**src/sv/glzw_pkg.sv**
```systemverilog
// Shared types, constants and helpers for the GIF LZW encoder.
// Used by glzw_packer and gif_lzw_encoder; depends on nothing else.
package glzw_pkg;

    localparam int CODE_W      = 12;
    localparam int PIX_W       = 8;
    localparam int MCS_W       = 4;
    localparam int WIDTH_W     = 4;
    localparam int IDX_W       = CODE_W + PIX_W;
    localparam int DICT_CODES  = 4096;
    localparam int CHILD_DEPTH = DICT_CODES * (1 << PIX_W);
    localparam int ACC_W       = 32;
    localparam int ACC_BYTES   = ACC_W / 8;
    localparam int CNT_W       = 6;

    localparam logic [CODE_W-1:0]  MAX_CODE   = CODE_W'(DICT_CODES - 1);
    localparam logic [MCS_W-1:0]   MCS_RESET  = 4'd8;
    localparam logic [MCS_W-1:0]   MCS_MIN    = 4'd2;
    localparam logic [MCS_W-1:0]   MCS_MAX    = 4'd8;
    localparam logic [WIDTH_W-1:0] WIDTH_MIN  = 4'd3;
    localparam logic [WIDTH_W-1:0] WIDTH_MAX  = 4'd12;
    localparam logic [7:0]         SUB_LEN    = 8'd255;

    typedef enum logic [3:0] {
        ST_IDLE,
        ST_CHILD,
        ST_OWNER,
        ST_MISS,
        ST_FULL,
        ST_START,
        ST_E_CUR,
        ST_E_CLR,
        ST_E_END
    } eng_state_t;

    // one code handed from the dictionary engine to the bit packer
    typedef struct packed {
        logic [CODE_W-1:0]  value;
        logic [WIDTH_W-1:0] width;
        logic               last;  // last code caused by this pixel
        logic               eof;   // end code of the frame, pad after it
    } code_t;

    function automatic logic [MCS_W-1:0] clamp_mcs(input logic [MCS_W-1:0] v);
        logic [MCS_W-1:0] r;
        r = v;
        if (v < MCS_MIN) begin
            r = MCS_MIN;
        end else if (v > MCS_MAX) begin
            r = MCS_MAX;
        end
        return r;
    endfunction

    function automatic logic [PIX_W-1:0] pix_mask(input logic [MCS_W-1:0] mcs);
        logic [PIX_W:0] t;
        t = (PIX_W+1)'(1) << mcs;
        t = t - (PIX_W+1)'(1);
        return t[PIX_W-1:0];
    endfunction

endpackage

```
**src/sv/glzw_packer.sv**
```systemverilog
// Bit packer: appends variable width codes LSB first and emits bytes with
// sub-block, stream end and per-pixel last flags. Depends on glzw_pkg.
module glzw_packer (
    input  logic                 aclk,
    input  logic                 aresetn,
    input  logic                 code_valid,
    output logic                 code_ready,
    input  glzw_pkg::code_t      code_in,
    output logic                 m_valid,
    input  logic                 m_ready,
    output logic [7:0]           m_out_byte,
    output logic                 m_subblock_end,
    output logic                 m_stream_end,
    output logic                 m_run_last
);
    import glzw_pkg::*;

    logic [ACC_W-1:0]     acc_reg, acc_next;
    logic [CNT_W-1:0]     cnt_reg, cnt_next;
    logic [ACC_BYTES-1:0] lst_reg, lst_next;
    logic [ACC_BYTES-1:0] opn_reg, opn_next;
    logic [ACC_BYTES-1:0] fin_reg, fin_next;
    logic                 grp_open_reg, grp_open_next;
    logic [7:0]           sub_cnt_reg, sub_cnt_next;
    logic                 m_valid_reg, m_valid_next;
    logic [7:0]           byte_reg, byte_next;
    logic                 sub_reg, sub_next;
    logic                 send_reg, send_next;
    logic                 rlast_reg, rlast_next;

    logic                 emit, take;
    logic [ACC_W-1:0]     acc1;
    logic [CNT_W-1:0]     cnt1, sum, cnt2;
    logic [ACC_BYTES-1:0] lst1, opn1, fin1, opn_base;
    logic [2:0]           nb1, nb2;
    logic [CODE_W-1:0]    code_m;
    logic [CODE_W:0]      wmask;
    logic [7:0]           sc1;
    logic                 new_b;

    assign code_ready     = (cnt_reg <= CNT_W'(ACC_W - CODE_W));
    assign take           = code_valid && code_ready;
    assign m_valid        = m_valid_reg;
    assign m_out_byte     = byte_reg;
    assign m_subblock_end = sub_reg;
    assign m_stream_end   = send_reg;
    assign m_run_last     = rlast_reg;

    always_comb begin
        // a byte that may still be the last of an open pixel group waits
        emit = (cnt_reg >= CNT_W'(8)) && !(opn_reg[0] && lst_reg[0] && grp_open_reg)
               && (!m_valid_reg || m_ready);

        acc1 = emit ? (acc_reg >> 8) : acc_reg;
        cnt1 = emit ? (cnt_reg - CNT_W'(8)) : cnt_reg;
        lst1 = emit ? (lst_reg >> 1) : lst_reg;
        opn1 = emit ? (opn_reg >> 1) : opn_reg;
        fin1 = emit ? (fin_reg >> 1) : fin_reg;

        wmask  = ((CODE_W+1)'(1) << code_in.width) - (CODE_W+1)'(1);
        code_m = code_in.value & wmask[CODE_W-1:0];
        sum    = cnt1 + CNT_W'(code_in.width);
        cnt2   = code_in.eof ? ((sum + CNT_W'(7)) & ~CNT_W'(7)) : sum;
        nb1    = cnt1[5:3];
        nb2    = cnt2[5:3];
        opn_base = grp_open_reg ? opn1 : '0;

        acc_next      = acc1;
        cnt_next      = cnt1;
        lst_next      = lst1;
        opn_next      = opn1;
        fin_next      = fin1;
        grp_open_next = grp_open_reg;
        new_b         = 1'b0;

        if (take) begin
            acc_next      = acc1 | (ACC_W'(code_m) << cnt1);
            cnt_next      = cnt2;
            grp_open_next = !code_in.last;
            for (int b = 0; b < ACC_BYTES; b++) begin
                new_b = (3'(b) >= nb1) && (3'(b) < nb2);
                if (nb2 > nb1) begin
                    if (3'(b) == nb2 - 3'd1) begin
                        lst_next[b] = 1'b1;
                    end else if (opn_base[b]) begin
                        lst_next[b] = 1'b0;
                    end
                end
                opn_next[b] = code_in.last ? 1'b0 : (opn_base[b] | new_b);
                fin_next[b] = fin1[b] | (code_in.eof && (3'(b) == nb2 - 3'd1));
            end
        end

        sc1          = sub_cnt_reg + 8'd1;
        sub_cnt_next = sub_cnt_reg;
        m_valid_next = m_valid_reg && !m_ready;
        byte_next    = byte_reg;
        sub_next     = sub_reg;
        send_next    = send_reg;
        rlast_next   = rlast_reg;
        if (emit) begin
            m_valid_next = 1'b1;
            byte_next    = acc_reg[7:0];
            sub_next     = (sc1 == SUB_LEN);
            send_next    = fin_reg[0];
            rlast_next   = lst_reg[0];
            sub_cnt_next = (fin_reg[0] || sc1 == SUB_LEN) ? 8'd0 : sc1;
        end
    end

    always_ff @(posedge aclk) begin
        if (!aresetn) begin
            acc_reg      <= '0;
            cnt_reg      <= '0;
            lst_reg      <= '0;
            opn_reg      <= '0;
            fin_reg      <= '0;
            grp_open_reg <= 1'b0;
            sub_cnt_reg  <= '0;
            m_valid_reg  <= 1'b0;
        end else begin
            acc_reg      <= acc_next;
            cnt_reg      <= cnt_next;
            lst_reg      <= lst_next;
            opn_reg      <= opn_next;
            fin_reg      <= fin_next;
            grp_open_reg <= grp_open_next;
            sub_cnt_reg  <= sub_cnt_next;
            m_valid_reg  <= m_valid_next;
        end
    end

    always_ff @(posedge aclk) begin
        byte_reg  <= byte_next;
        sub_reg   <= sub_next;
        send_reg  <= send_next;
        rlast_reg <= rlast_next;
    end

endmodule
```
**config.mk**
```make
export PLATFORM = sky130hd
export DESIGN_NAME = glzw_packer
export DESIGN_NICKNAME = d
export VERILOG_FILES = /design/src/sv/glzw_pkg.sv /design/src/sv/glzw_packer.sv
export SDC_FILE = /design/constraint.sdc
export NUM_CORES = 1
export LEC_CHECK = 0
export BUFFER_PORTS_ARGS = -buffer_cell sky130_fd_sc_hd__buf_2
export CORE_MARGIN = 1
export CORE_UTILIZATION = 65
export DETAILED_ROUTE_END_ITERATION = 8
export PLACE_DENSITY_LB_ADDON = 0.25
export SYNTH_ARGS = -nofsm -noshare
export SYNTH_HDL_FRONTEND = slang
export SYNTH_SLANG_ARGS = --single-unit
export TNS_END_PERCENT = 10
```
**constraint.sdc**
```tcl
create_clock -name aclk -period 10.33 [get_ports aclk]
set_clock_uncertainty 0.1 [all_clocks]
set_input_delay 0.5165 -clock aclk [delete_from_list [all_inputs] [get_ports aclk]]
set_output_delay 0.5165 -clock aclk [all_outputs]
set_load 0.05 [all_outputs]
```
-- Word-level counts from Yosys, hierarchy flattened
Index checks and enable logic that the tools add are counted.
- bits in registers: 71
- bits of input ports: 22
- output and inout bits: 13
- logic and storage cells: 96
- $add $sub $neg: 6
- magnitude comparators: 11
- eq/ne operators: 4
- shift-type cells: 2
- multiplexer cells: 30
- bitwise logic cells: 10
- reduce and logical (&&, ||, !) cells: 21
- operator list (cell ; number):
    $mux 32 ; 2
    $or 32x32->32 ; 1
    $shl 12x6->32 ; 1
    $mux 4 ; 7
    $mux 6 ; 3
    $mux 1 ; 17
    $logic_and 1x1->1 ; 14
    $and 12x12->12 ; 1
    $shl 1x4->12 const A ; 1
    $sub 12x2->12 const B ; 1
    $add 8x1->8 const B ; 1
    $eq 8x8->1 const B ; 1
    $mux 8 ; 1
    $or 1x1->1 ; 8
    $add 6x3->6 const B ; 1
    $add 6x4->6 ; 1
    $eq 2x3->1 const A ; 2
    $ge 1x3->1 const A ; 2
    $ge 2x3->1 const A ; 2
    $ge 6x4->1 const B ; 1
    $le 6x5->1 const B ; 1
    $lt 1x3->1 const A ; 2
    $lt 2x3->1 const A ; 2
    $sub 6x4->6 const B ; 1
    6 further kinds ; 10

-- Depth between registers and ports, before layout
Gate-level depths: netlist of run 1.
- word-level depth: 14
- depth in mapped cells: 21

-- Worst setup path after synthesis of run 1
OpenSTA, ideal clock, no wires.
- kind: reg-to-reg
- start: register m_valid_reg, in the netlist m_valid
- end: register lst_reg[0]
- library setup time: 0.075 ns
- arrival: 4.068 ns
- data required time: 10.155 ns
- slack: 6.087 ns
- cell stages (with the launch flop): 22
- path buffers: 3
- period minus slack after synthesis: 4.243 ns
- path through: dfxtp_1 -> nand2b_1 -> buf_2 -> nand3_4 -> inv_2 -> o21ai_4 -> inv_2 -> buf_4 -> ha_1 -> a31o_2 -> nand2b_1 -> clkbuf_1 -> xnor2_1 -> xnor2_1 -> ha_1 -> nor2b_1 -> o21ai_0 -> a32oi_1 -> and3_1 -> a21boi_0 -> a21oi_1 -> o22ai_1
- word-level cells in the longest chain between the ends: 12
- elaborated cells on any way between the ends: 17
- RTL lines (what ; line ; text):
    start: declaration ; glzw_packer.sv:25 ; logic m_valid_reg, m_valid_next;
    start signal: assignment ; glzw_packer.sv:129 ; m_valid_reg <= m_valid_next;
    $logic_not 1->1 (*) ; glzw_packer.sv:52 ; && (!m_valid_reg || m_ready);
    $logic_or 1x1->1 (*) ; glzw_packer.sv:52 ;
    $logic_and 1x1->1 (*) ; glzw_packer.sv:52 ;
    $mux 6 ; glzw_packer.sv:55 ; cnt1 = emit ? (cnt_reg - CNT_W'(8)) : cnt_reg;
    $add 6x4->6 ; glzw_packer.sv:62 ; sum = cnt1 + CNT_W'(code_in.width);
    $add 6x3->6 ; glzw_packer.sv:63 ; cnt2 = code_in.eof ? ((sum + CNT_W'(7)) & ~CNT_W'(7)) : sum;
    $mux 6 ; glzw_packer.sv:63 ;
    $sub 3x1->3 ; glzw_packer.sv:83 ; if (3'(b) == nb2 - 3'd1) begin
    $logic_not 3->1 ; glzw_packer.sv:83 ;
    $mux 1 ; glzw_packer.sv:83 ;
    $mux 1 ; glzw_packer.sv:82 ; if (nb2 > nb1) begin
    $mux 4 (*) ; glzw_packer.sv:76 ; if (take) begin
    end signal: assignment ; glzw_packer.sv:124 ; lst_reg <= lst_next;
    end: declaration ; glzw_packer.sv:20 ; logic [ACC_BYTES-1:0] lst_reg, lst_next;
Mark *: on every way between the ends. The rest lies on a longest branch, timed or not.
A chain may end at the register's enable or synchronous reset.

-- Final worst setup path of run 1
- start: register cnt_reg[3]
- end: register lst_reg[0]
- word-level cells in the longest chain between the ends: 12
- elaborated cells on any way between the ends: 20
- RTL lines (what ; line ; text):
    start: declaration ; glzw_packer.sv:19 ; logic [CNT_W-1:0] cnt_reg, cnt_next;
    start signal: assignment ; glzw_packer.sv:123 ; cnt_reg <= cnt_next;
    $ge 6x4->1 ; glzw_packer.sv:51 ; emit = (cnt_reg >= CNT_W'(8)) && !(opn_reg[0] && lst_reg[0] && grp_open_reg)
    $logic_and 1x1->1 ; glzw_packer.sv:51 ;
    $logic_and 1x1->1 ; glzw_packer.sv:52 ;
    $mux 6 ; glzw_packer.sv:55 ;
    $add 6x4->6 ; glzw_packer.sv:62 ;
    $add 6x3->6 ; glzw_packer.sv:63 ;
    $mux 6 ; glzw_packer.sv:63 ;
    $sub 3x1->3 ; glzw_packer.sv:83 ;
    $logic_not 3->1 ; glzw_packer.sv:83 ;
    $mux 1 ; glzw_packer.sv:83 ;
    $mux 1 ; glzw_packer.sv:82 ;
    $mux 4 (*) ; glzw_packer.sv:76 ;
Marks and branches as above.

==> impl_metrics.py, run 1 <==
metrics = {
    "timing": {
        "fin_tns_setup_ns": 0,
        "relSlewSlack_pct": 47.4,
        "finalCritPeriodShare_pct": 57.7,
        "fmax_mhz": 168,
        "holdWs_ns": 0.328,
        "slew_viol_final": 0,
        "setup_slack_ns": 4.37,
        "tightest_slew_ns": 0.784,
        "hold_violations": 0,
        "fin_crit_ns": 5.96,
        "finalSetupViolations": 0,
        "rsz0062_at_grt": "no",
    },
    "synthesis": {
        "syn-cell-area_um2": 4820,
        "synth_cells": 606,
        "ys_seq_elements": 71,
        "synth.distinct_cells": 76,
        "synthTopCellsByArea": "dfxtp_1, edfxtp_1, nand2_1",
        "yosysTopAreaCellShare_pct": 24.9,
        "synth-edff-count": 11,
        "synthesis.nets": 641,
        "synth.avg_cell_area_um2": 7.95,
        "synth-main-ff-cell": "dfxtp_1",
        "yosys.area.top_type": "dfxtp_1",
        "async_flop_share_pct": 0,
        "ys_seq_area_share_pct": 31.8,
        "ys_warn_count": 0,
    },
    "clocking": {
        "cts_buffers": 9,
        "clk_pin_slew_ns": 0.08,
        "hold_buffers": 0,
        "clock_latency_ns": 0.36,
        "post_cts_buffers": 0,
        "cts-htree-levels": 3,
        "cts_tree": "built",
        "clockRootBuffer": "clkbuf_8",
        "post_cts_resized": 0,
        "cts.sinks": 71,
        "cts_max_path_buffers": 2,
    },
    "worst_setup_path": {
        "rr_startpoint": "cnt_reg[3]$_SDFF_PN0_",
        "startpoint_type": "flip-flop",
        "crit_fanout": 39,
        "rr_endpoint": "lst_reg[0]$_SDFF_PN0_",
        "endpoint_kind": "flip-flop",
        "reg2reg_depth": 18,
        "arrival_ns": 6.15,
        "ff2ff_setup_slack_ns": 4.37,
        "crit_type": "flip-flop to flip-flop",
        "required_ns": 10.52,
    },
    "power_and_ir_drop": {
        "power.total_mw": 1.58,
        "irDropWorstVdd_mv": 0.172,
        "power_density_nw_per_um2": 303,
        "p_leak_nw": 1.96,
    },
    "routing": {
        "vias": 4739,
        "drc_errors": 0,
        "drt_first_pass_iters": 5,
        "wirelength_mm": 12.5,
        "dr.first_iter.drc_count": 515,
        "ant_nets": 0,
        "vias_per_cell": 6.60,
        "wl_per_cell_um": 17.4,
    },
    "global_routing": {
        "overflow": 0,
        "grt_max_degree": 44,
        "grt_pass1_wl_mm": 20.0,
        "grt_antenna_before_repair": 0,
        "track_usage_pct": 33.1,
        "grt_pass1_vias": 4079,
    },
    "place": {
        "placedCellCount": 702,
        "place_congestion": 0.922,
        "pre_cts_slack_ns": 4.36,
        "post-dp-hpwl_mm": 8.66,
        "numPortBuffers": 34,
    },
    "layout": {
        "largest_reg_flops": 32,
        "fillers": 593,
        "diodes": 0,
        "nets": 649,
        "fin_cells": 718,
        "syn_to_final_growth_pct": 7.76,
        "drive_above_1_share_pct": 13.1,
    },
    "floorplanning": {
        "start_util_pct": 66.8,
        "die_y_um": 88.1,
        "num_rows": 31,
        "die_area_um2": 7760,
        "io-pin-count": 35,
        "dieWidth_um": 88.1,
        "core_um2": 7210,
    },
    "run_status": {
        "outcome": "finished clean",
    },
    "run": {
        "maxCapViolCount": 0,
    },
    "min_path": {
        "hold_start": "code_in[1]",
        "min_delay_worst_endpoint": "grp_open_reg$_SDFFE_PN0P_",
        "hold_path_depth": 2,
        "hold_class": "input pin to flip-flop",
    },
}
## power breakdown
| group | switching (mW) | total, mW | internal (mW) | leakage [nW] |
|---|---|---|---|---|
| Sequential | 0.0433 | 0.411 | 0.368 | 0.599 |
| Combinational | 0.623 | 0.912 | 0.289 | 1.25 |
| Clock | 0.110 | 0.253 | 0.143 | 0.113 |
| Total | 0.776 | 1.58 | 0.800 | 1.96 |
## worst max path at each step
stage / depth (start not counted) / endpoint / from
floorplan: 21 / lst_reg[0]$_SDFF_PN0_ / m_valid$_SDFF_PN0_
global placement: 19 / lst_reg[0]$_SDFF_PN0_ / m_ready
detailed placement: 19 / lst_reg[0]$_SDFF_PN0_ / m_ready
CTS: 18 / lst_reg[0]$_SDFF_PN0_ / cnt_reg[3]$_SDFF_PN0_
global route: 18 / lst_reg[1]$_SDFF_PN0_ / cnt_reg[3]$_SDFF_PN0_
finish: 18 / lst_reg[0]$_SDFF_PN0_ / cnt_reg[3]$_SDFF_PN0_
## cells in the mapped netlist, types with 3 or more instances
| cell type | instances |
|---|---|
| a211o_1 | 4 |
| a211oi_1 | 9 |
| a21boi_0 | 3 |
| a21o_1 | 3 |
| a21oi_1 | 33 |
| a22oi_1 | 3 |
| a311oi_1 | 4 |
| a31o_2 | 6 |
| a31oi_1 | 19 |
| a32o_1 | 4 |
| a32oi_1 | 3 |
| a41oi_1 | 3 |
| and2_1 | 4 |
| and3_1 | 11 |
| buf_1 | 4 |
| buf_2 | 13 |
| clkbuf_1 | 23 |
| dfxtp_1 | 60 |
| edfxtp_1 | 11 |
| ha_1 | 12 |
| inv_1 | 14 |
| inv_2 | 3 |
| mux2i_1 | 24 |
| nand2_1 | 78 |
| nand2b_1 | 8 |
| nand3_1 | 17 |
| nand3b_1 | 4 |
| nor2_1 | 55 |
| nor2b_1 | 6 |
| nor3_1 | 11 |
| nor3b_1 | 3 |
| nor4_1 | 6 |
| o2111ai_1 | 3 |
| o211ai_1 | 8 |
| o21a_1 | 6 |
| o21ai_0 | 41 |
| o22ai_1 | 15 |
| o31ai_1 | 4 |
| o32ai_1 | 4 |
| or2_2 | 3 |
| or3_1 | 6 |
| xnor2_1 | 9 |
## metal layers
layer  routed length (um)  GRT usage, %  share of wire (%)
met4                  286          12.8                2.3
met5                    0             0                  0
met2                 5840          53.8                 47
met1                 5540          44.1                 44
met3                  862          5.66                6.9
## kinds of logic after synthesis
logic type	synth area share, %
simple gates	23.8
compound gates	28.5
flops	31.8
buf+inv	4.93
mux	5.69
fa+ha+maj	3.53
xor+xnor	1.82
## critical path, cell delays in order, from the launching register on
cell,delay [ns]
dfxtp_1,0.41
or3_4,0.46
nand3_4,0.42
inv_2,0.45
o21ai_4,0.67
inv_2,0.30
ha_1,0.42
a31o_2,0.26
nand2b_1,0.28
xnor2_1,0.45
xnor2_1,0.12
ha_1,0.32
nor2b_1,0.14
o21ai_0,0.16
a32oi_1,0.10
and3_1,0.23
a21boi_0,0.28
a21oi_1,0.12
o22ai_1,0.17
## layout by cell type, fill, tap and decap left out, types with 15 or more instances in the layout
master,n
a21oi_1,33
a31oi_1,19
buf_2,34
dfxtp_1,60
mux2i_1,24
nand2_1,78
nand3_1,17
nor2_1,55
o21ai_0,41
o22ai_1,15
## stage by stage
stage / utilization (%) / area, um2
after floorplan: - / 4820
after global placement: 68.9 / 4970
after detailed placement: 68.9 / 4970
after CTS: 72.0 / 5190
after global routing: 72.0 / 5190
final: 72.0 / 5190
## area by class of cell
class,instances,area [um2],area share (%)
clock buffer,11,141,2.72
tap,99,124,2.38
sequential,71,1530,29.5
timing repair buffer,38,200,3.85
inverter,17,63.8,1.23
clock inverter,5,82.6,1.59
multi-input combinational,477,3050,58.7
(Power assumes the default switching activity.)
==> inputs of run 2 (changes only) <==
--- a/config.mk
+++ b/config.mk
@@ -5,9 +5,10 @@
 export SDC_FILE = /design/constraint.sdc
 export NUM_CORES = 1
 export LEC_CHECK = 0
+export ABC_AREA = 1
 export BUFFER_PORTS_ARGS = -buffer_cell sky130_fd_sc_hd__buf_2
 export CORE_MARGIN = 1
-export CORE_UTILIZATION = 65
+export CORE_UTILIZATION = 61
 export DETAILED_ROUTE_END_ITERATION = 8
 export PLACE_DENSITY_LB_ADDON = 0.25
 export SYNTH_ARGS = -nofsm -noshare
==> constraint.sdc (replaced) <==
create_clock -name aclk -period 6.21 [get_ports aclk]
set_clock_uncertainty 0.1 [all_clocks]
set_input_delay 0.3105 -clock aclk [delete_from_list [all_inputs] [get_ports aclk]]
set_output_delay 0.3105 -clock aclk [all_outputs]
set_load 0.05 [all_outputs]
==> run 2 against run 1 <==
  * Synthesized cell count rose by 13%
  * Via count fell by 3.3%
  * Cell area fell by 4.0%
  * Combinational power rose by 98%
  * Sequential power rose by 78%
  * Utilization fell by 3.6 points
  * Sequential share of layout area rose by 1.2 points
  * Critical path depth rose by 6
  * Setup slack got worse by 2.5 ns
  * Non-clock buffer count fell by 2
  * Sequential cell count did not move
==> impl_metrics.py, run 2 <==
metrics = {
    "run_status": {
        "outcome": "finished clean",
    },
    "clocking": {
        "cts_tree": "built",
        "post_cts_resized": 0,
        "post_cts_buffers": 0,
        "cts-htree-levels": 3,
        "cts_buffers": 9,
        "hold_buffers": 0,
        "cts.sinks": 71,
        "clock_latency_ns": 0.35,
        "clockRootBuffer": "clkbuf_8",
        "cts_max_path_buffers": 2,
        "clk_pin_slew_ns": 0.09,
    },
    "place": {
        "placed_cell_area_um2": 4790,
        "numPortBuffers": 34,
        "place_congestion": 0.934,
        "post-dp-hpwl_mm": 7.91,
    },
    "layout": {
        "drive_above_1_share_pct": 14.1,
        "final_cell_mix": "nand2_1, nand3_1, dfxtp_1",
        "multi_input_area_um2": 2710,
        "diodes": 0,
        "syn_to_final_growth_pct": 7.97,
        "fillers": 681,
        "nets": 739,
        "regArea_um2": 1530,
        "layout_commonest_cell": "nand2_1",
        "finish.utilization_pct": 68.4,
        "largest_reg_flops": 32,
        "fin_area_um2": 4990,
    },
    "synthesis": {
        "synth-main-ff-cell": "dfxtp_1",
        "yosysTopAreaCellShare_pct": 26.0,
        "synth.avg_cell_area_um2": 6.72,
        "ys_warn_count": 0,
        "ys_seq_area_share_pct": 33.2,
        "yosys.area.top_type": "dfxtp_1",
        "async_flop_share_pct": 0,
        "synth.distinct_cells": 45,
        "ys_seq_elements": 71,
        "synth.most_common_cell": "nand2_1",
        "synthesis.nets": 722,
        "synth-edff-count": 11,
        "synthTopCellsByArea": "dfxtp_1, nand2_1, nand3_1",
        "synth_commonest_cells": "nand2_1, nand3_1, dfxtp_1",
        "synth_cells": 687,
        "syn-cell-area_um2": 4620,
    },
    "worst_setup_path": {
        "cp_slowest_cell": "buf_4",
        "cp.buffers_inverters": 6,
        "arrival_ns": 4.45,
        "ff2ff_setup_slack_ns": 1.87,
        "endpoint_kind": "flip-flop",
        "crit_fanout": 65,
        "slowest_delay_ns": 0.56,
        "crit_type": "flip-flop to flip-flop",
        "crit_family": "simple AND/OR/NAND/NOR gates",
        "path_cells": "nand3_2 > nand3_2 > buf_4 > xor2_2 > buf_4 > ha_1 > inv_1 > nand3_1 > nand2_1 > nor2_1 > nand3_2 > inv_1 > nand2_2 > nand2_2 > inv_1 > ha_1 > nand2_1 > nor2_1 > a211oi_1 > a31oi_1 > nand2_1 > clkinv_1 > nand3_1 > a21oi_1",
        "required_ns": 6.31,
        "startpoint_type": "flip-flop",
    },
    "routing": {
        "ant_nets": 0,
        "drc_errors": 0,
        "drt_first_pass_iters": 6,
        "vias_per_cell": 5.67,
        "dr.first_iter.drc_count": 418,
        "wl_per_cell_um": 13.7,
        "vias": 4582,
        "wirelength_mm": 11.1,
    },
    "power_and_ir_drop": {
        "p_sw_share_pct": 54.0,
        "comb_power_share_pct": 62.2,
        "p_leak_nw": 2.24,
        "switchingPower_mw": 1.58,
        "cell_internal_pwr_mw": 1.34,
        "power_density_nw_per_um2": 585,
        "seq_power_share_pct": 25.1,
        "p_clk_share_pct": 12.7,
        "irDropWorstVdd_mv": 0.494,
    },
    "global_routing": {
        "grt_max_degree": 66,
        "track_usage_pct": 30.8,
        "grt_pass1_wl_mm": 19.0,
        "overflow": 0,
        "grt_pass1_vias": 4166,
        "grt_antenna_before_repair": 0,
    },
    "timing": {
        "fin_crit_ns": 4.34,
        "fin_tns_setup_ns": 0,
        "relSlewSlack_pct": 34.0,
        "slew_viol_final": 0,
        "rsz0062_at_grt": "no",
        "hold_violations": 0,
        "finalCritPeriodShare_pct": 70.0,
        "fmax_mhz": 230,
        "holdWs_ns": 0.157,
        "tightest_slew_ns": 0.989,
        "finalSetupViolations": 0,
    },
    "floorplanning": {
        "die_y_um": 89.0,
        "core_um2": 7290,
        "num_rows": 31,
        "start_util_pct": 63.3,
        "dieWidth_um": 89.0,
        "io-pin-count": 35,
        "die_area_um2": 7920,
    },
    "min_path": {
        "hold_class": "input pin to flip-flop",
    },
    "run": {
        "maxCapViolCount": 0,
    },
}
==> run 2: cell types whose count changed after synthesis, moves of 23 or more <==
cell / previous run / this run
nand3_1: 17 / 89
inv_1: 14 / 51
nand2_1: 78 / 206
nor2_1: 55 / 30
a21oi_1: 33 / 56
==> run 2: final timing paths <==
kind                             startpoint                     endpoint  depth (start not counted)
setup / recovery  grp_open_reg$_SDFFE_PN0P_        lst_reg[0]$_SDFF_PN0_                         24
hold / removal                      aresetn  sub_cnt_reg[0]$_SDFFE_PN0P_                          3
setup reg to reg  grp_open_reg$_SDFFE_PN0P_        lst_reg[0]$_SDFF_PN0_                         24
hold reg to reg       acc_reg[5]$_SDFF_PN0_      m_out_byte[5]$_DFFE_PP_                          0
==> run 2: routing by layer <==
metal | vias up | share of wire [%] | GRT usage [%]
li1 | 2329 | - | -
met1 | 2067 | 47 | 42.5
met2 | 165 | 46 | 49.2
met3 | 21 | 5.3 | 4.99
met4 | 0 | 1.6 | 10.7
met5 | - | 0 | 0
==> run 2: cell type report <==
| class | instances | area share, % |
|---|---|---|
| multi-input cells | 524 | 54.4 |
| inverters | 62 | 4.77 |
| flip-flops and latches | 71 | 30.7 |
| clock buffers | 10 | 2.99 |
| well taps | 99 | 2.48 |
| clock inverters | 6 | 0.979 |
| repair buffers | 36 | 3.71 |
==> run 2: power groups by stage <==
stage / sequential (mW) / combinational, mW / clock (mW)
after global placement: 0.734 / 1.70 / 0
after global routing: 0.755 / 2.02 / 0.397
after floorplan: 0.838 / 1.35 / 0
after detailed placement: 0.742 / 1.76 / 0
final: 0.733 / 1.81 / 0.371
after CTS: 0.733 / 1.79 / 0.373
==> run 2: kinds of logic (layout without fill, tap and decap cells) <==
family                     Yosys count  in the layout  synth area share, %
and+or+nand+nor                    386            386                 39.0
xor gates and xnor gates             6              6                 1.30
muxes                                8              8                 1.73
DFF                                 71             71                 33.2
adders and majority gates           13             13                 3.68
AOI/OAI and AO/OA                  111            111                 13.0
buffers and inverters               92            114                 8.15
==> run 2: worst min-delay path: cells and delay by family <==
kind	cells	cell delay [ns]
buf+inv	1	0.14
compound gates	2	0.12
==> run 2: metrics by stage <==
stage | instances | setup WS, ns | total power, mW
after global placement | 792 | 2.23 | 2.44
after detailed placement | 792 | 1.94 | 2.50
after CTS | 808 | 1.89 | 2.89
after floorplan | 687 | 2.59 | 2.18
after global routing | 808 | 1.46 | 3.17
final | 808 | 1.87 | 2.92
